`config.mk`:
```
export PLATFORM = sky130hd
export DESIGN_NAME = atv_text_tokenizer
export DESIGN_NICKNAME = d
export VERILOG_FILES = /design/src/hdl/atvtok_pkg.sv /design/src/hdl/atvtok_front.sv /design/src/hdl/atvtok_queue.sv /design/src/hdl/atvtok_back.sv /design/src/hdl/atv_text_tokenizer.sv
export SDC_FILE = /design/constraint.sdc
export NUM_CORES = 1
export LEC_CHECK = 0
export BUFFER_PORTS_ARGS = -buffer_cell sky130_fd_sc_hd__buf_2
export CAP_MARGIN = 20
export CORE_AREA = 2 2 161 100
export DETAILED_ROUTE_END_ITERATION = 12
export DIE_AREA = 0 0 163 102
export HOLD_SLACK_MARGIN = 0.08
export PLACE_DENSITY = 0.76
export SETUP_SLACK_MARGIN = 0.3
export SYNTH_ARGS = -nofsm -noshare
export SYNTH_HDL_FRONTEND = slang
export SYNTH_HIERARCHICAL = 1
export SYNTH_SLANG_ARGS = --single-unit
export TNS_END_PERCENT = 1
```
`constraint.sdc`:
```
create_clock -name clk -period 11.05 [get_ports clk]
set_clock_uncertainty 0.05 [all_clocks]
set_input_delay 0.5525 -clock clk [delete_from_list [all_inputs] [get_ports clk]]
set_output_delay 0.5525 -clock clk [all_outputs]
set_load 0.05 [all_outputs]
```
`src/hdl/atvtok_pkg.sv`:
```
`timescale 1ns / 1ps
// ----------------------------------------------------------------------------
// atvtok_pkg
// Shared types and constants of the attribute text tokenizer: lexer phases,
// result event and error codes, character codes and the queue record.
// ----------------------------------------------------------------------------
package atvtok_pkg;

	// reported line number width and queue depth
	localparam int LINE_NUM_W  = 16;
	localparam int QUEUE_DEPTH = 2;

	// lexer phases
	typedef enum logic [3:0] {
		PH_IDLE  = 4'd0,
		PH_BARE  = 4'd1,
		PH_QUOTE = 4'd2,
		PH_ESC   = 4'd3,
		PH_SLASH = 4'd4,
		PH_LCOM  = 4'd5,
		PH_BCOM  = 4'd6,
		PH_BSTAR = 4'd7,
		PH_HEX1  = 4'd8,
		PH_HEX2  = 4'd9
	} lex_state_t;

	// result event codes
	typedef enum logic [2:0] {
		EV_CHAR  = 3'd0,
		EV_WEND  = 3'd1,
		EV_OPEN  = 3'd2,
		EV_CLOSE = 3'd3,
		EV_EQ    = 3'd4,
		EV_END   = 3'd5,
		EV_ERR   = 3'd6
	} event_code_t;

	// lexical error codes
	typedef enum logic [2:0] {
		ERR_NONE    = 3'd0,
		ERR_QUOTE   = 3'd1,
		ERR_COMMENT = 3'd2,
		ERR_HEX     = 3'd3,
		ERR_BLOCK   = 3'd4
	} err_code_t;

	// character codes
	localparam logic [7:0] CH_SP     = 8'h20;
	localparam logic [7:0] CH_TAB    = 8'h09;
	localparam logic [7:0] CH_CR     = 8'h0d;
	localparam logic [7:0] CH_LF     = 8'h0a;
	localparam logic [7:0] CH_DQUOTE = 8'h22;
	localparam logic [7:0] CH_BSLASH = 8'h5c;
	localparam logic [7:0] CH_SLASH  = 8'h2f;
	localparam logic [7:0] CH_STAR   = 8'h2a;
	localparam logic [7:0] CH_LBRACE = 8'h7b;
	localparam logic [7:0] CH_RBRACE = 8'h7d;
	localparam logic [7:0] CH_EQUALS = 8'h3d;
	localparam logic [7:0] CH_LOW_X  = 8'h78;
	localparam logic [7:0] CH_UP_X   = 8'h58;
	localparam logic [7:0] CH_0      = 8'h30;
	localparam logic [7:0] CH_9      = 8'h39;
	localparam logic [7:0] CH_LOW_A  = 8'h61;
	localparam logic [7:0] CH_LOW_F  = 8'h66;
	localparam logic [7:0] CH_UP_A   = 8'h41;
	localparam logic [7:0] CH_UP_F   = 8'h46;

	// one classified input item: one or two result beats
	typedef struct packed {
		logic                  two;
		event_code_t           ev0;
		logic [7:0]            ch0;
		err_code_t             err0;
		event_code_t           ev1;
		logic [LINE_NUM_W-1:0] line;
	} tok_rec_t;

endpackage

```
`src/hdl/atvtok_front.sv`:
```
`timescale 1ns / 1ps
// ----------------------------------------------------------------------------
// atvtok_front
// Lexer front end: takes one byte or end mark per beat, keeps the lexer phase,
// hex escape nibble and line counter, and pushes a record of the results.
// ----------------------------------------------------------------------------
module atvtok_front
	import atvtok_pkg::*;
#(
	parameter int LINE_BITS = 16
) (
	input  logic       clk,
	input  logic       arst_n,
	input  logic       in_valid,
	output logic       in_ready,
	input  logic [7:0] byte_in,
	input  logic       end_mark,
	input  logic       q_full,
	output logic       push,
	output tok_rec_t   rec
);

	lex_state_t           state_q, state_d;
	logic [3:0]           hex_high_q, hex_high_d;
	logic [LINE_BITS-1:0] line_q, line_d;
	logic [LINE_NUM_W-1:0] line_rep;
	logic                 accept;
	logic                 has_res;

	// idle handling of the current input
	logic                 idle_has;
	event_code_t          idle_ev;
	lex_state_t           idle_nxt;

	// hex digit decode
	logic                 hex_ok;
	logic [3:0]           hex_val;

	logic                 delim;

	assign in_ready = !q_full;
	assign accept   = in_valid && in_ready;
	assign push     = accept && has_res;

	// line count including this beat's newline, saturating
	always_comb begin
		line_d = line_q;
		if (!end_mark && byte_in == CH_LF && line_q != {LINE_BITS{1'b1}})
			line_d = line_q + 1'b1;
	end

	// report the line count in LINE_NUM_W bits: its low bits, or zero-extended
	generate
		if (LINE_BITS >= LINE_NUM_W) begin : g_line_trunc
			assign line_rep = line_d[LINE_NUM_W-1:0];
		end else begin : g_line_ext
			assign line_rep = {{(LINE_NUM_W-LINE_BITS){1'b0}}, line_d};
		end
	endgenerate

	// hex digit value
	always_comb begin
		hex_ok  = 1'b0;
		hex_val = 4'd0;
		if (!end_mark) begin
			if (byte_in >= CH_0 && byte_in <= CH_9) begin
				hex_ok  = 1'b1;
				hex_val = 4'(byte_in - CH_0);
			end else if (byte_in >= CH_LOW_A && byte_in <= CH_LOW_F) begin
				hex_ok  = 1'b1;
				hex_val = 4'(byte_in - CH_LOW_A + 8'd10);
			end else if (byte_in >= CH_UP_A && byte_in <= CH_UP_F) begin
				hex_ok  = 1'b1;
				hex_val = 4'(byte_in - CH_UP_A + 8'd10);
			end
		end
	end

	// what the idle phase does with this input
	always_comb begin
		idle_has = 1'b0;
		idle_ev  = EV_END;
		idle_nxt = PH_IDLE;
		if (end_mark) begin
			idle_has = 1'b1;
			idle_ev  = EV_END;
		end else begin
			unique case (byte_in) inside
				CH_SP, CH_TAB, CH_CR, CH_LF: idle_has = 1'b0;
				CH_DQUOTE: idle_nxt = PH_QUOTE;
				CH_SLASH:  idle_nxt = PH_SLASH;
				CH_LBRACE: begin
					idle_has = 1'b1;
					idle_ev  = EV_OPEN;
				end
				CH_RBRACE: begin
					idle_has = 1'b1;
					idle_ev  = EV_CLOSE;
				end
				CH_EQUALS: begin
					idle_has = 1'b1;
					idle_ev  = EV_EQ;
				end
				default: begin
					idle_has = 1'b1;
					idle_ev  = EV_CHAR;
					idle_nxt = PH_BARE;
				end
			endcase
		end
	end

	// bytes, and the end mark, that end a bare word
	always_comb begin
		delim = end_mark;
		if (!end_mark) begin
			case (byte_in) inside
				CH_SP, CH_TAB, CH_CR, CH_LF, CH_LBRACE, CH_RBRACE, CH_EQUALS, CH_SLASH:
					delim = 1'b1;
				default: delim = 1'b0;
			endcase
		end
	end

	// lexer next phase and result record
	always_comb begin
		state_d    = state_q;
		hex_high_d = hex_high_q;
		has_res    = 1'b0;
		rec.two    = 1'b0;
		rec.ev0    = EV_CHAR;
		rec.ch0    = 8'd0;
		rec.err0   = ERR_NONE;
		rec.ev1    = EV_END;
		rec.line   = line_rep;
		unique case (state_q)
			PH_BARE: begin
				has_res = 1'b1;
				if (delim) begin
					rec.ev0 = EV_WEND;
					rec.two = idle_has;
					rec.ev1 = idle_ev;
					state_d = idle_nxt;
				end else begin
					rec.ch0 = byte_in;
				end
			end
			PH_QUOTE: begin
				if (end_mark) begin
					has_res  = 1'b1;
					rec.ev0  = EV_ERR;
					rec.err0 = ERR_QUOTE;
					state_d  = PH_IDLE;
				end else if (byte_in == CH_DQUOTE) begin
					has_res = 1'b1;
					rec.ev0 = EV_WEND;
					state_d = PH_IDLE;
				end else if (byte_in == CH_BSLASH) begin
					state_d = PH_ESC;
				end else begin
					has_res = 1'b1;
					rec.ch0 = byte_in;
				end
			end
			PH_ESC: begin
				if (end_mark) begin
					has_res  = 1'b1;
					rec.ev0  = EV_ERR;
					rec.err0 = ERR_QUOTE;
					state_d  = PH_IDLE;
				end else if (byte_in == CH_LOW_X || byte_in == CH_UP_X) begin
					hex_high_d = 4'd0;
					state_d    = PH_HEX1;
				end else begin
					has_res = 1'b1;
					rec.ch0 = byte_in;
					state_d = PH_QUOTE;
				end
			end
			PH_HEX1: begin
				if (!hex_ok) begin
					has_res  = 1'b1;
					rec.ev0  = EV_ERR;
					rec.err0 = ERR_HEX;
					state_d  = PH_IDLE;
				end else begin
					hex_high_d = hex_val;
					state_d    = PH_HEX2;
				end
			end
			PH_HEX2: begin
				has_res = 1'b1;
				if (!hex_ok) begin
					rec.ev0  = EV_ERR;
					rec.err0 = ERR_HEX;
					state_d  = PH_IDLE;
				end else begin
					rec.ch0 = {hex_high_q, hex_val};
					state_d = PH_QUOTE;
				end
			end
			PH_SLASH: begin
				if (!end_mark && byte_in == CH_SLASH) begin
					state_d = PH_LCOM;
				end else if (!end_mark && byte_in == CH_STAR) begin
					state_d = PH_BCOM;
				end else begin
					has_res  = 1'b1;
					rec.ev0  = EV_ERR;
					rec.err0 = ERR_COMMENT;
					state_d  = PH_IDLE;
				end
			end
			PH_LCOM: begin
				if (end_mark) begin
					has_res = 1'b1;
					rec.ev0 = EV_END;
					state_d = PH_IDLE;
				end else if (byte_in == CH_LF) begin
					state_d = PH_IDLE;
				end
			end
			PH_BCOM: begin
				if (end_mark) begin
					has_res  = 1'b1;
					rec.ev0  = EV_ERR;
					rec.err0 = ERR_BLOCK;
					state_d  = PH_IDLE;
				end else if (byte_in == CH_STAR) begin
					state_d = PH_BSTAR;
				end
			end
			PH_BSTAR: begin
				if (end_mark) begin
					has_res  = 1'b1;
					rec.ev0  = EV_ERR;
					rec.err0 = ERR_BLOCK;
					state_d  = PH_IDLE;
				end else if (byte_in == CH_SLASH) begin
					state_d = PH_IDLE;
				end else begin
					state_d = PH_BCOM;
				end
			end
			default: begin
				has_res = idle_has;
				rec.ev0 = idle_ev;
				rec.ch0 = (idle_ev == EV_CHAR) ? byte_in : 8'd0;
				state_d = idle_nxt;
			end
		endcase
	end

	// lexer state registers
	always_ff @(posedge clk or negedge arst_n) begin
		if (!arst_n) begin
			state_q    <= PH_IDLE;
			hex_high_q <= 4'd0;
			line_q     <= {{(LINE_BITS-1){1'b0}}, 1'b1};
		end else if (accept) begin
			state_q    <= state_d;
			hex_high_q <= hex_high_d;
			line_q     <= line_d;
		end
	end

endmodule

```
`src/hdl/atvtok_queue.sv`:
```
`timescale 1ns / 1ps
// ----------------------------------------------------------------------------
// atvtok_queue
// Short record queue between the lexer front end and the result back end.
// ----------------------------------------------------------------------------
module atvtok_queue
	import atvtok_pkg::*;
(
	input  logic     clk,
	input  logic     arst_n,
	input  logic     push,
	input  tok_rec_t wr_rec,
	input  logic     pop,
	output tok_rec_t rd_rec,
	output logic     not_empty,
	output logic     full
);

	localparam int PTR_W = (QUEUE_DEPTH > 1) ? $clog2(QUEUE_DEPTH) : 1;
	localparam int CNT_W = $clog2(QUEUE_DEPTH + 1);

	tok_rec_t         mem_q [QUEUE_DEPTH];
	logic [PTR_W-1:0] wr_ptr_q, rd_ptr_q;
	logic [CNT_W-1:0] count_q;
	logic             do_push, do_pop;

	assign not_empty = (count_q != '0);
	assign full      = (count_q == CNT_W'(QUEUE_DEPTH));
	assign do_push   = push && !full;
	assign do_pop    = pop && not_empty;
	assign rd_rec    = mem_q[rd_ptr_q];

	// record storage
	always_ff @(posedge clk) begin
		if (do_push)
			mem_q[wr_ptr_q] <= wr_rec;
	end

	// pointers and fill count
	always_ff @(posedge clk or negedge arst_n) begin
		if (!arst_n) begin
			wr_ptr_q <= '0;
			rd_ptr_q <= '0;
			count_q  <= '0;
		end else begin
			if (do_push)
				wr_ptr_q <= (wr_ptr_q == PTR_W'(QUEUE_DEPTH - 1)) ? '0 : wr_ptr_q + 1'b1;
			if (do_pop)
				rd_ptr_q <= (rd_ptr_q == PTR_W'(QUEUE_DEPTH - 1)) ? '0 : rd_ptr_q + 1'b1;
			if (do_push && !do_pop)
				count_q <= count_q + 1'b1;
			else if (do_pop && !do_push)
				count_q <= count_q - 1'b1;
		end
	end

endmodule

```
`src/hdl/atvtok_back.sv`:
```
`timescale 1ns / 1ps
// ----------------------------------------------------------------------------
// atvtok_back
// Result back end: expands each queued record into one or two result beats
// and holds them in the output register until taken.
// ----------------------------------------------------------------------------
module atvtok_back
	import atvtok_pkg::*;
(
	input  logic                  clk,
	input  logic                  arst_n,
	input  tok_rec_t              rec,
	input  logic                  rec_valid,
	output logic                  pop,
	output logic                  out_valid,
	input  logic                  out_ready,
	output logic [2:0]            event_res,
	output logic [7:0]            char_out,
	output logic [2:0]            error_code,
	output logic [LINE_NUM_W-1:0] line_number,
	output logic                  last
);

	logic                  out_valid_q;
	logic                  pend_q;
	event_code_t           ev_q;
	logic [7:0]            ch_q;
	err_code_t             err_q;
	logic [LINE_NUM_W-1:0] line_q;
	logic                  last_q;
	event_code_t           pend_ev_q;
	logic [LINE_NUM_W-1:0] pend_line_q;
	logic                  load;

	assign load = !out_valid_q || out_ready;
	assign pop  = load && !pend_q && rec_valid;

	assign out_valid   = out_valid_q;
	assign event_res   = ev_q;
	assign char_out    = ch_q;
	assign error_code  = err_q;
	assign line_number = line_q;
	assign last        = last_q;

	// output valid and pending second beat
	always_ff @(posedge clk or negedge arst_n) begin
		if (!arst_n) begin
			out_valid_q <= 1'b0;
			pend_q      <= 1'b0;
		end else if (load) begin
			if (pend_q) begin
				out_valid_q <= 1'b1;
				pend_q      <= 1'b0;
			end else if (rec_valid) begin
				out_valid_q <= 1'b1;
				pend_q      <= rec.two;
			end else begin
				out_valid_q <= 1'b0;
			end
		end
	end

	// result payload
	always_ff @(posedge clk) begin
		if (load) begin
			if (pend_q) begin
				ev_q   <= pend_ev_q;
				ch_q   <= 8'd0;
				err_q  <= ERR_NONE;
				line_q <= pend_line_q;
				last_q <= 1'b1;
			end else if (rec_valid) begin
				ev_q        <= rec.ev0;
				ch_q        <= rec.ch0;
				err_q       <= rec.err0;
				line_q      <= rec.line;
				last_q      <= !rec.two;
				pend_ev_q   <= rec.ev1;
				pend_line_q <= rec.line;
			end
		end
	end

endmodule

```
`src/hdl/atv_text_tokenizer.sv`:
```
`timescale 1ns / 1ps
// ----------------------------------------------------------------------------
// atv_text_tokenizer
// Streaming tokenizer for brace-structured attribute text, one byte per beat.
// ----------------------------------------------------------------------------
// The block takes one input beat per clock as long as its two-record queue
// has room. Each byte or end mark is classified by the lexer in the cycle it
// is accepted, and its record is written to the queue at the accepting edge.
// The first result is loaded into the output register at the next clock edge
// when that register is free. Most beats give zero or one result. A brace,
// equals or end mark that ends a bare word gives two results, which leave
// the output register one after the other; the output side drains one result
// per cycle while out_ready is high, so a run of such beats is limited by the
// output register and the input stalls once the queue fills.
// The line counter is LINE_BITS wide, saturates, and is reported in 16 bits.
module atv_text_tokenizer
	import atvtok_pkg::*;
#(
	parameter int LINE_BITS = 16
) (
	input  logic                  clk,
	input  logic                  arst_n,
	input  logic                  in_valid,
	output logic                  in_ready,
	input  logic [7:0]            byte_in,
	input  logic                  end_mark,
	output logic                  out_valid,
	input  logic                  out_ready,
	output logic [2:0]            event_res,
	output logic [7:0]            char_out,
	output logic [2:0]            error_code,
	output logic [LINE_NUM_W-1:0] line_number,
	output logic                  last
);

	tok_rec_t wr_rec, rd_rec;
	logic     push, pop, q_full, q_not_empty;

	// lexer front end
	atvtok_front #(
		.LINE_BITS(LINE_BITS)
	) u_front (
		.clk      (clk),
		.arst_n   (arst_n),
		.in_valid (in_valid),
		.in_ready (in_ready),
		.byte_in  (byte_in),
		.end_mark (end_mark),
		.q_full   (q_full),
		.push     (push),
		.rec      (wr_rec)
	);

	// record queue
	atvtok_queue u_queue (
		.clk       (clk),
		.arst_n    (arst_n),
		.push      (push),
		.wr_rec    (wr_rec),
		.pop       (pop),
		.rd_rec    (rd_rec),
		.not_empty (q_not_empty),
		.full      (q_full)
	);

	// result back end
	atvtok_back u_back (
		.clk         (clk),
		.arst_n      (arst_n),
		.rec         (rd_rec),
		.rec_valid   (q_not_empty),
		.pop         (pop),
		.out_valid   (out_valid),
		.out_ready   (out_ready),
		.event_res   (event_res),
		.char_out    (char_out),
		.error_code  (error_code),
		.line_number (line_number),
		.last        (last)
	);

`ifndef ASSERT_OFF
	// an error beat always closes its input's results
	assert property (@(posedge clk) disable iff (!arst_n)
		out_valid && event_res == EV_ERR |-> last)
		else $error("error beat not marked last");

	// error code present exactly on error beats
	assert property (@(posedge clk) disable iff (!arst_n)
		out_valid |-> ((event_res == EV_ERR) == (error_code != ERR_NONE)))
		else $error("error code does not match event");

	// a second beat is always a single-character token or end of input
	assert property (@(posedge clk) disable iff (!arst_n)
		out_valid && out_ready && !last |=> out_valid && last &&
		(event_res == EV_OPEN || event_res == EV_CLOSE ||
		 event_res == EV_EQ || event_res == EV_END))
		else $error("bad second result beat");

	// a non-character beat carries no character
	assert property (@(posedge clk) disable iff (!arst_n)
		out_valid && event_res != EV_CHAR |-> char_out == 8'd0)
		else $error("character on non-character beat");
`endif

endmodule
```
* Word level (Yosys, flattened, before mapping) *
Memory sizes are Yosys's and may differ from the RTL's.
Index checks and enable logic that the tools add are counted.

operators by class
  add/sub/neg operators = 10
  equality and inequality tests = 31
  reduce and logical (&&, ||, !) cells = 43
  multiplexer cells = 92
  bitwise gates (word level) = 1
  shift operators = 0
  div/mod/pow operators = 0
  $lt $le $gt $ge = 6
  multiply operators = 0

operators with widths
  cell                                                             count
  two-way mux 4 bit                                                20
  two-way mux 8 bit                                                9
  two-way mux 3 bit                                                18
  two-way mux 16 bit                                               3
  == test 8 x 6 -> 1 bit (second input constant)                   5
  == test 8 x 7 -> 1 bit (second input constant)                   5
  one-hot mux 8 bit (5 select lines)                               1
  one-hot mux 4 bit (9 select lines)                               1
  two-way mux 1 bit                                                29
  == test 8 x 4 -> 1 bit (second input constant)                   3
  one-hot mux 3 bit (4 select lines)                               2
  one-hot mux 3 bit (6 select lines)                               1
  adder 16 x 1 -> 16 bit (second input constant)                   1
  == test 4 x 3 -> 1 bit (second input constant)                   4
  >= comparator 8 x 7 -> 1 bit (second input constant)             2
  less-or-equal comparator 8 x 7 -> 1 bit (second input constant)  2
  inequality test 16 bit (second input constant)                   1
  logical AND 1 bit                                                15
  subtractor 4 x 1 -> 4 bit (second input constant)                3
  two-way mux 2 bit                                                5
  AND reduction 5 bit                                              2
  one-hot mux 3 bit (3 select lines)                               1
  adder 4 bit (second input constant)                              2
  == test 4 x 2 -> 1 bit (second input constant)                   2
  other kinds (27)                                                 46

word-level totals
  register bits after elaboration = 80
  memory bits (read-only) = 0
  memory bits (writable) = 68
  output and inout port bits = 33
  bits of input ports = 13
  word-level logic and storage cells = 199
  memories kept = 1
  bits in latches = 0

memory list
  name           words  width  rd ports  clocked after Yosys merged registers in  wr ports  RTL line            RTL
  u_queue.mem_q  2      34     1         0                                        1         atvtok_queue.sv:22  tok_rec_t mem_q [QUEUE_DEPTH];

* Longest topological paths before layout *
  word-level depth = 14
  depth in mapped cells = 13

* Cells and area by module *
Netlist, hierarchy kept.

modules (own cells, without submodules)
  module        instances  cells each  sequential area each (um^2)  area an instance (um^2)
  atvtok_queue  1          125         2142.1                       2805.2
  atvtok_front  1          336         601.8                        2663.8
  atvtok_back   1          96          1551.5                       2004.4

* Worst setup path after synthesis *
No wires, ideal clock.

  kind = input port to flip-flop
  start = in byte_in[1]
  end = mem u_queue/mem_q[0][0] (netlist bit), enable pin
  slack = 6.914 ns
  data arrival time = 3.661 ns
  cell stages on the path = 9
  required time = 10.575 ns
  setup time = 0.425 ns
  path through = inv_1 > ha_1 > nor3b_1 > nor4_4 > nor4_1 > o2bb2ai_1 > a221oi_1 > nand2_1 > nor2_1

on the way
  cells in the longest elaborated chain, start to end = 12

RTL lines
  what                                                                                     RTL line                  RTL
  start, declared                                                                          atv_text_tokenizer.sv:25  input logic [7:0] byte_in,
  >= comparator 8 x 7 -> 1 bit or less-or-equal comparator 8 x 7 -> 1 bit (tied branches)  atvtok_front.sv:72        end else if (byte_in >= CH_UP_A && byte_in <= CH_UP_F) begin
  logical AND 1 bit                                                                        atvtok_front.sv:72
  two-way mux 1 bit                                                                        atvtok_front.sv:72
  two-way mux 1 bit                                                                        atvtok_front.sv:69        end else if (byte_in >= CH_LOW_A && byte_in <= CH_LOW_F) begin
  two-way mux 1 bit                                                                        atvtok_front.sv:66        if (byte_in >= CH_0 && byte_in <= CH_9) begin
  two-way mux 1 bit                                                                        atvtok_front.sv:65        if (!end_mark) begin
  two-way mux 1 bit                                                                        atvtok_front.sv:181       if (!hex_ok) begin
  one-hot mux 1 bit (6 select lines) (*)                                                   atvtok_front.sv:136       unique case (state_q)
  logical AND 1 bit (*)                                                                    atvtok_front.sv:43        assign push = accept && has_res;
  net push                                                                                 atv_text_tokenizer.sv:37  logic push, pop, q_full, q_not_empty;
  logical AND 1 bit (*)                                                                    atvtok_queue.sv:29        assign do_push = push && !full;
  two-way mux 1 bit (*)                                                                    atvtok_queue.sv:35        if (do_push)
  two-way mux 1 bit (not written as such) (*)                                              atvtok_queue.sv:36        mem_q[wr_ptr_q] <= wr_rec;
  end, declared                                                                            atvtok_queue.sv:22

Mark *: on every way through the listed nets, which the timed path passes. The rest lies on a longest branch.

* Worst setup path after layout *
  start = in byte_in[1]
  end = mem u_queue/mem_q[0][15] (netlist bit), enable pin

Same word-level chain as after synthesis.

==> impl_metrics.yaml <==
worst_setup_path:
  r2r_slack_ns: 8.03
  startpoint_type: "primary input"
  r2r-end: "u_queue/mem_q[0][15]"
  crit_type: "primary input to flip-flop"
  cp.arrival_ns: 3.34
  critPathMaxStageDelay_ns: 0.61
  end_kind: "flip-flop"
  worstPathCellList: "buf_2 -> inv_1 -> ha_1 -> nor3b_1 -> nor4_4 -> nor4_1 -> o2bb2ai_1 -> a221oi_1 -> nand2_1 -> nor2_2 -> buf_4"
  crit_required_ns: 11.05
  crit_fanout: 34
  r2r_start: "u_front/state_q[3]"
  ff2ff_path_depth: 7
  slowest_stage: "nor4_1"
clock_tree:
  clkTransAtPathRegs_ns: 0.07
  cts_tree: "built"
  cts_resized: 0
  htreeDepth: 4
  root_buffer: "clkbuf_16"
  hold_buffers: 0
  cts_inserted_buffers: 17
  worst_skew_pair.late_latency_ns: 0.41
  post-cts-setup-buffers: 0
  cts_sinks: 148
  clock_path_buffers: 2
logic_synthesis:
  synth_fp_nets: 577
  synth-edff-count: 118
  synthDistinctLibCells: 75
  syn_area_per_cell_um2: 13.4
  synth_flop_cell: "edfxtp_1"
  synth_warnings: 6
  syn_inst: 557
  yosys.area.top_type: "edfxtp_1"
  ys_async_sr_fraction: 0.203
  yosys_register_bits: 148
  synth_area_leaders: "edfxtp_1 (47%), dfrtp_1 (9.7%), mux2_4 (9.0%)"
  yosysSeqAreaShare: 0.575
  synth_area_um2: 7470
  synth_top_area_share: 0.474
placed_design:
  port_buffers: 45
  place_congestion: 0.914
  post-place-ws_ns: 7.38
  dpl-instance-area_um2: 7790
  hpwl_um: 10900
drt:
  wire_per_inst_um: 19.4
  routed_wl_um: 15800
  via_per_inst: 5.81
  drt_iter0_drc: 632
  dr_total_vias: 4736
  drc: 0
  first_pass_iters: 5
  antenna_left: 0
global_route:
  grt_pass1_vias: 4455
  grt_pass1_wl_um: 25100
  use_met3: 0.0507
  antenna_found_initial: 0
  grt_max_degree: 36
  grt_overflow: 0
  top_usage_layer: "met1"
  track_usage: 0.201
  met1_usage: 0.318
  grtUsageMet2: 0.268
floorplan:
  start_util: 0.495
  dieArea_um2: 16600
  fp.dieH_um: 102
  coreArea_um2: 15100
  die_w_um: 163
  io_pins: 46
  rows: 35
timing:
  tightest_slew_ns: 1.10
  fin_ws_ns: 7.71
  whs_ns: 0.160
  rsz0062_at_grt: "no"
  fmax_ghz: 0.300
  hold_viol_final: 0
  setup_viol: 0
  fin_crit_sh: 0.302
  setup_tns_ns: 0
  period_needed_ns: 3.34
  slew_headroom: 0.267
  slew_viol_final: 0
layout:
  final_area_um2: 8380
  fin_nets: 619
  n_antenna_cell: 0
  drive_gt1_frac: 0.255
  area_delta_synth_final_pct: 12.1
power_and_ir_drop:
  p_leak_nw: 3.24
  finalPower_mw: 2.35
  peakVddDrop_v: 0.000223
  cellPowerDensity_nw_per_um2: 281
run_status:
  status: "completed"
job:
  cap_violations: 0
worst_hold_path:
  holdCritPathClass: "primary input to async pin"
[worst max path at each step]
stage | to | slack (ns) | depth (start not counted) | start
finish | u_queue/mem_q[0][15] | 7.71 | 11 | byte_in[1]
global route | u_queue/mem_q[0][2] | 7.41 | 11 | byte_in[1]
detailed placement | u_queue/mem_q[0][25] | 7.38 | 11 | byte_in[1]
floorplan | u_queue/mem_q[0][0] | 6.91 | 9 | byte_in[1]
CTS | u_queue/mem_q[0][2] | 7.82 | 11 | byte_in[1]
global placement | u_queue/mem_q[0][25] | 7.54 | 11 | byte_in[1]
[cells in the mapped netlist (5+ instances only)]
master	n
nor2b_1	16
inv_1	16
nand2_1	25
o21ai_1	5
xnor2_1	16
nand4_1	7
buf_6	5
a21oi_1	13
mux2_4	45
xor2_1	20
edfxtp_1	118
nor2_1	37
nand3b_1	5
or2_2	5
o211ai_1	5
o21ai_0	12
dfrtp_1	29
nor3_1	16
nand3_1	15
ha_1	7
mux2_1	5
a211oi_1	11
or3_1	5
nor3b_1	5
mux2_2	10
clkbuf_1	11
nand2b_1	7
buf_2	5
a21o_1	5
[power by group]
part | internal, mW | switching, mW | leakage, nW | total, mW
registers | 0.836 | 0.0985 | 1.50 | 0.935
clock network | 0.339 | 0.237 | 0.284 | 0.576
logic | 0.310 | 0.531 | 1.45 | 0.841
total | 1.49 | 0.867 | 3.24 | 2.35
[registers in the layout (all words and copies together) (netlist names), 2 cells and up]
signal              count
u_front/hex_high_q      4
u_back/line_number     16
u_back/pend_line_q     16
u_back/char_out         8
u_front/line_q         16
u_back/pend_ev_q        3
u_queue/count_q         2
u_front/state_q         4
u_queue/mem_q          68
u_back/error_code       3
u_back/event_res        3
[kinds of logic after synthesis]
group / share of synthesized area
flip-flops: 0.575
AND/OR/NAND/NOR: 0.128
buffers and inverters: 0.0368
AO/OA/AOI/OAI: 0.0879
XOR/XNOR: 0.0422
adder cells (fa/ha/maj): 0.0117
multiplexers: 0.118
[worst max-delay path, delay by kind of cell]
kind | cells | cell delay (ns)
adder cells (fa/ha/maj) | 1 | 0.27
AO/OA/AOI/OAI | 2 | 0.49
AND/OR/NAND/NOR | 5 | 1.35
buffers and inverters | 3 | 0.67
[layout make-up]
cell class	instances	area (um2)
tap	203	254
inverter	16	60.1
clock inverter	15	169
timing repair buffer	50	263
multi-input combinational	366	2910
fill	1225	6730
clock buffer	17	425
sequential	148	4300
[metal layers]
layer / part of all wire / vias up
met1: 0.51 / 2323
met2: 0.39 / 208
li1: - / 2185
met5: 0 / -
met3: 0.080 / 20
met4: 0.015 / 0
[stage by stage]
stage | cells | utilization
floorplan | 557 | -
global placement | 783 | 0.515
detailed placement | 783 | 0.515
CTS | 815 | 0.555
global route | 815 | 0.555
finish | 815 | 0.555
[cells in the final DEF (no fill, tap or decap), types with 16 or more instances in the layout]
cell type,n
buf_2,45
xnor2_1,16
clkbuf_16,17
nand2_1,25
edfxtp_1,118
mux2_4,45
dfrtp_1,28
nor2_1,35
xor2_1,20
nor2b_1,16
inv_1,16
(Power assumes the default switching activity.)
